==> src/rtl/glyph_quad_emitter_macros.svh <==
// assertion helpers
`ifndef GLYPH_QUAD_EMITTER_MACROS_SVH
`define GLYPH_QUAD_EMITTER_MACROS_SVH
`define GQE_ASSERT_IMP(label, a, c) \
    label: assert property (@(posedge aclk) disable iff (!aresetn) (a) |-> (c)) \
        else $error("assertion failed");
`define GQE_ASSERT_NEXT(label, a, c) \
    label: assert property (@(posedge aclk) disable iff (!aresetn) (a) |=> (c)) \
        else $error("assertion failed");
`endif

==> src/rtl/gqe_pkg.sv <==
package gqe_pkg;
    localparam logic [1:0] OP_LOAD  = 2'd0;
    localparam logic [1:0] OP_START = 2'd1;
    localparam logic [1:0] OP_DRAW  = 2'd2;

    localparam logic [2:0] REG_FONT_SIZE   = 3'd0;
    localparam logic [2:0] REG_SPACING     = 3'd1;
    localparam logic [2:0] REG_COLOR       = 3'd2;
    localparam logic [2:0] REG_S_SCALE     = 3'd3;
    localparam logic [2:0] REG_T_SCALE     = 3'd4;
    localparam logic [2:0] REG_GLYPH_COUNT = 3'd5;

    localparam logic [1:0] CORNER_TL = 2'd3;

    typedef enum logic [2:0] {
        ST_IDLE, ST_SCAN, ST_FETCH, ST_STEP, ST_CALC, ST_OUT
    } state_t;

    typedef struct packed {
        logic read_en;     // memory read at scan index, or found index with fetch_sel
        logic scan_clear;  // reset scan index
        logic scan_inc;
        logic fetch_sel;   // read at found index
        logic latch_entry; // capture read data as glyph
        logic step_mul;    // compute step product
        logic commit;      // update pen, width, counter
        logic start;       // start item
        logic calc;        // compute current corner
        logic corner_inc;
    } cmd_t;

    typedef struct packed {
        logic scan_done;
        logic hit;
        logic last_corner;
    } status_t;
endpackage

==> src/rtl/gqe_ctrl.sv <==
module gqe_ctrl (
    input  logic             aclk,
    input  logic             aresetn,
    input  logic             s_tvalid,
    output logic             s_tready,
    input  logic [1:0]       op,
    output logic             m_tvalid,
    input  logic             m_tready,
    input  gqe_pkg::status_t status,
    output gqe_pkg::cmd_t    cmd
);
    import gqe_pkg::*;

    state_t state_reg, state_next;
    logic   acc;

    assign acc = s_tvalid && s_tready;

    always_ff @(posedge aclk) begin
        if (!aresetn) begin
            state_reg <= ST_IDLE;
        end else begin
            state_reg <= state_next;
        end
    end

    always_comb begin
        state_next = state_reg;
        case (state_reg)
            ST_IDLE: begin
                if (acc && op == OP_DRAW) state_next = ST_SCAN;
            end
            ST_SCAN: begin
                if (status.hit || status.scan_done) state_next = ST_FETCH;
            end
            ST_FETCH: state_next = ST_STEP;
            ST_STEP:  state_next = ST_CALC;
            ST_CALC:  state_next = ST_OUT;
            ST_OUT: begin
                if (m_tready) state_next = status.last_corner ? ST_IDLE : ST_CALC;
            end
            default: state_next = ST_IDLE;
        endcase
    end

    always_comb begin
        cmd = '0;
        s_tready = 1'b0;
        m_tvalid = 1'b0;
        case (state_reg)
            ST_IDLE: begin
                s_tready = 1'b1;
                cmd.scan_clear = 1'b1;
                cmd.start = acc && op == OP_START;
            end
            ST_SCAN: begin
                cmd.read_en = 1'b1;
                cmd.scan_inc = !(status.hit || status.scan_done);
            end
            ST_FETCH: begin
                cmd.read_en = 1'b1;
                cmd.fetch_sel = 1'b1;
            end
            ST_STEP: begin
                cmd.latch_entry = 1'b1;
                cmd.step_mul = 1'b1;
            end
            ST_CALC: cmd.calc = 1'b1;
            ST_OUT: begin
                m_tvalid = 1'b1;
                cmd.corner_inc = m_tready;
                cmd.commit = m_tready && status.last_corner;
            end
            default: ;
        endcase
    end
endmodule

==> config.mk <==
export PLATFORM = sky130hd
export DESIGN_NAME = gqe_ctrl
export DESIGN_NICKNAME = d
export VERILOG_FILES = /design/src/rtl/glyph_quad_emitter_macros.svh /design/src/rtl/gqe_pkg.sv /design/src/rtl/gqe_ctrl.sv
export SDC_FILE = /design/constraint.sdc
export NUM_CORES = 1
export LEC_CHECK = 0
export ABC_CLOCK_PERIOD_IN_PS = 1850
export BUFFER_PORTS_ARGS = -buffer_cell sky130_fd_sc_hd__buf_2
export CAP_MARGIN = 10
export CORE_AREA = 2 2 39 41
export CTS_CLUSTER_SIZE = 20
export DETAILED_ROUTE_END_ITERATION = 10
export DIE_AREA = 0 0 41 43
export GPL_TIMING_DRIVEN = 0
export SLEW_MARGIN = 0
export SYNTH_ARGS = -nofsm -noshare
export SYNTH_HDL_FRONTEND = slang
export SYNTH_SLANG_ARGS = --single-unit
==> constraint.sdc <==
create_clock -name aclk -period 1.85 [get_ports aclk]
set_clock_uncertainty 0.2 [all_clocks]
set_input_delay 0.185 -clock aclk [delete_from_list [all_inputs] [get_ports aclk]]
set_output_delay 0.185 -clock aclk [all_outputs]
set_load 0.1 [all_outputs]
==> impl_metrics.ini <==
[synthesis]
synthDominantCellAreaShare = 0.251
synthTopCellsByCount = and3_1, dfxtp_1
synth_fp_nets = 38
yosysTopAreaCell = dfxtp_1
synthTopCellsByArea = dfxtp_1, and3_1, and3b_1
synth_cell_types = 19
syn-instance-count = 29
synth-edff-count = 0
ys.flop_type = dfxtp_1
synth_area_um2 = 239
ys_seq_elements = 3
synth-warning-count = 0
async_reset_ff_frac = 0
synth-seq-area-share = 0.251
syn_avg_cell_area_um2 = 8.24

[layout]
final_layout_size_suffix_gt1_frac = 0.722
antenna_cells = 0
regArea_um2 = 65.1
fin_area_um2 = 478
area_growth_pct = 100
num-nets-final = 64
multi_input_area_um2 = 200
nFillCells = 158
largest_register_ffs = 3

[sta]
finalSetupViolCount = 0
max_freq_ghz = 0.567
maxSlewHeadroom = 0.678
tightest_slew_ns = 0.487
hold_violations = 0
fin_crit_sh = 0.954
fin_crit_ns = 1.77
rsz0062_at_grt = false
maxSlewViolCount = 0

[critical_path]
crit_path_top_delay_cell = dfxtp_4
path_class = flip-flop to primary output
slowest_delay_ns = 0.40
startpoint_type = flip-flop
cp_max_fo = 6
cp.arrival_ns = 1.38
crit_chain = nor2b_4 > and2_2 > and3_4 > buf_6
cp_data_required_time_ns = 1.46
critPathBufInv = 1
path_delay_family = simple AND/OR/NAND/NOR gates
cp-end-kind = primary output

[place]
io_buffers = 20
hpwl_um = 515
place_area_um2 = 393
gp_congestion = 0.708

[drt]
drtIter0Drc = 1
num_vias = 305
dr.pass1.iters = 2
ant_nets = 0
routed_wl_um = 662
wire_per_inst_um = 9.46
vias_per_cell = 4.36
drc = 0

[clocking]
cts_root_buf = clkbuf_4
h-tree-depth = 1
post-cts-setup-buffers = 0
cts_tree = done
ctsLongestPathBuffers = 2
clkTransAtPathRegs_ns = 0.04
cts_buffers = 3
clk_latency_ns = 0.23
cts.sinks = 3

[floorplanning]
die-area_um2 = 1760
io_pins = 21
initial_utilization = 0.173
die_h_um = 43
die_x_um = 41
core_area_um2 = 1380
num_rows = 14

[grt]
grt_overflow = 0
antenna_found_initial = 0
gr-usage-all-layers = 0.0804
grt_max_degree = 11
grt_pass1_vias = 236
grt_pass1_wl_um = 910

[status]
status = finished clean

[flow_run]
max_cap_viol_count = 0

[min_path]
hold_class = input port to flip-flop
[worst paths after layout]
check                             startpoint      endpoint  slack [ns]  cells after the start
worst max register to register  state_reg[2]  state_reg[1]        0.51                      3
worst min register to register  state_reg[2]  state_reg[1]        0.45                      2
worst min-delay path                   op[0]  state_reg[0]         0.1                      3
worst max-delay path            state_reg[2]        cmd[3]        0.08                      4
[timing repair]
item,4_1_cts,5_1_grt
resized for setup,9,7
hold buffers,1,0
setup endpoints to repair,7,5
endpoints found under the hold margin,1,0
[logic make-up after synthesis]
logic type	synth area share
compound gates	0.0785
xor+xnor	0.0367
buf+inv	0.0837
flops	0.251
simple gates	0.550
[cell usage in the layout, fill, tap and decap left out, types with 2 or more instances in the layout]
| cell | netlist | routed |
|---|---|---|
| nand2_1 | 2 | 2 |
| and2_2 | 2 | 3 |
| buf_4 | 2 | 7 |
| buf_2 | 1 | 11 |
| and3_1 | 3 | 2 |
| clkbuf_4 | 0 | 5 |
| buf_6 | 0 | 3 |
[final cells by class]
type / count / share of cell area
tap: 16 / 0.0419
sequential: 3 / 0.136
timing repair buffer: 21 / 0.293
clock buffer: 4 / 0.0550
buffer: 3 / 0.0550
multi-input combinational: 23 / 0.419
[worst min-delay path: cells and delay by family]
family | cells | cell delay, ns
compound gates | 1 | 0.06
buf+inv | 1 | 0.09
simple gates | 1 | 0.14
[stage by stage]
stage          setup WS, ns  hold WS [ns]  cells  TNS [ns]  utilization
6_report             0.0849        0.0962     70         0        0.345
5_1_grt             0.00851        0.0993     70         0        0.345
4_1_cts             -0.0135        0.0824     70   -0.0135        0.326
3_5_place_dp        -0.0728         0.227     65   -0.0728        0.284
3_3_place_gp        -0.0472         0.231     65   -0.0472        0.284
2_1_floorplan        -0.422         0.113     29    -0.973            -
[per-layer routing]
metal  vias up  share of wire  track usage
li1        150              -            -
met1       135           0.43        0.110
met2        20           0.47       0.0969
met3         0           0.10       0.0471
met4         0              0       0.0400
met5         -              0            0
Power is not shown: default switching activity piles up to over one toggle a cycle in this logic, so the estimate is an artifact.
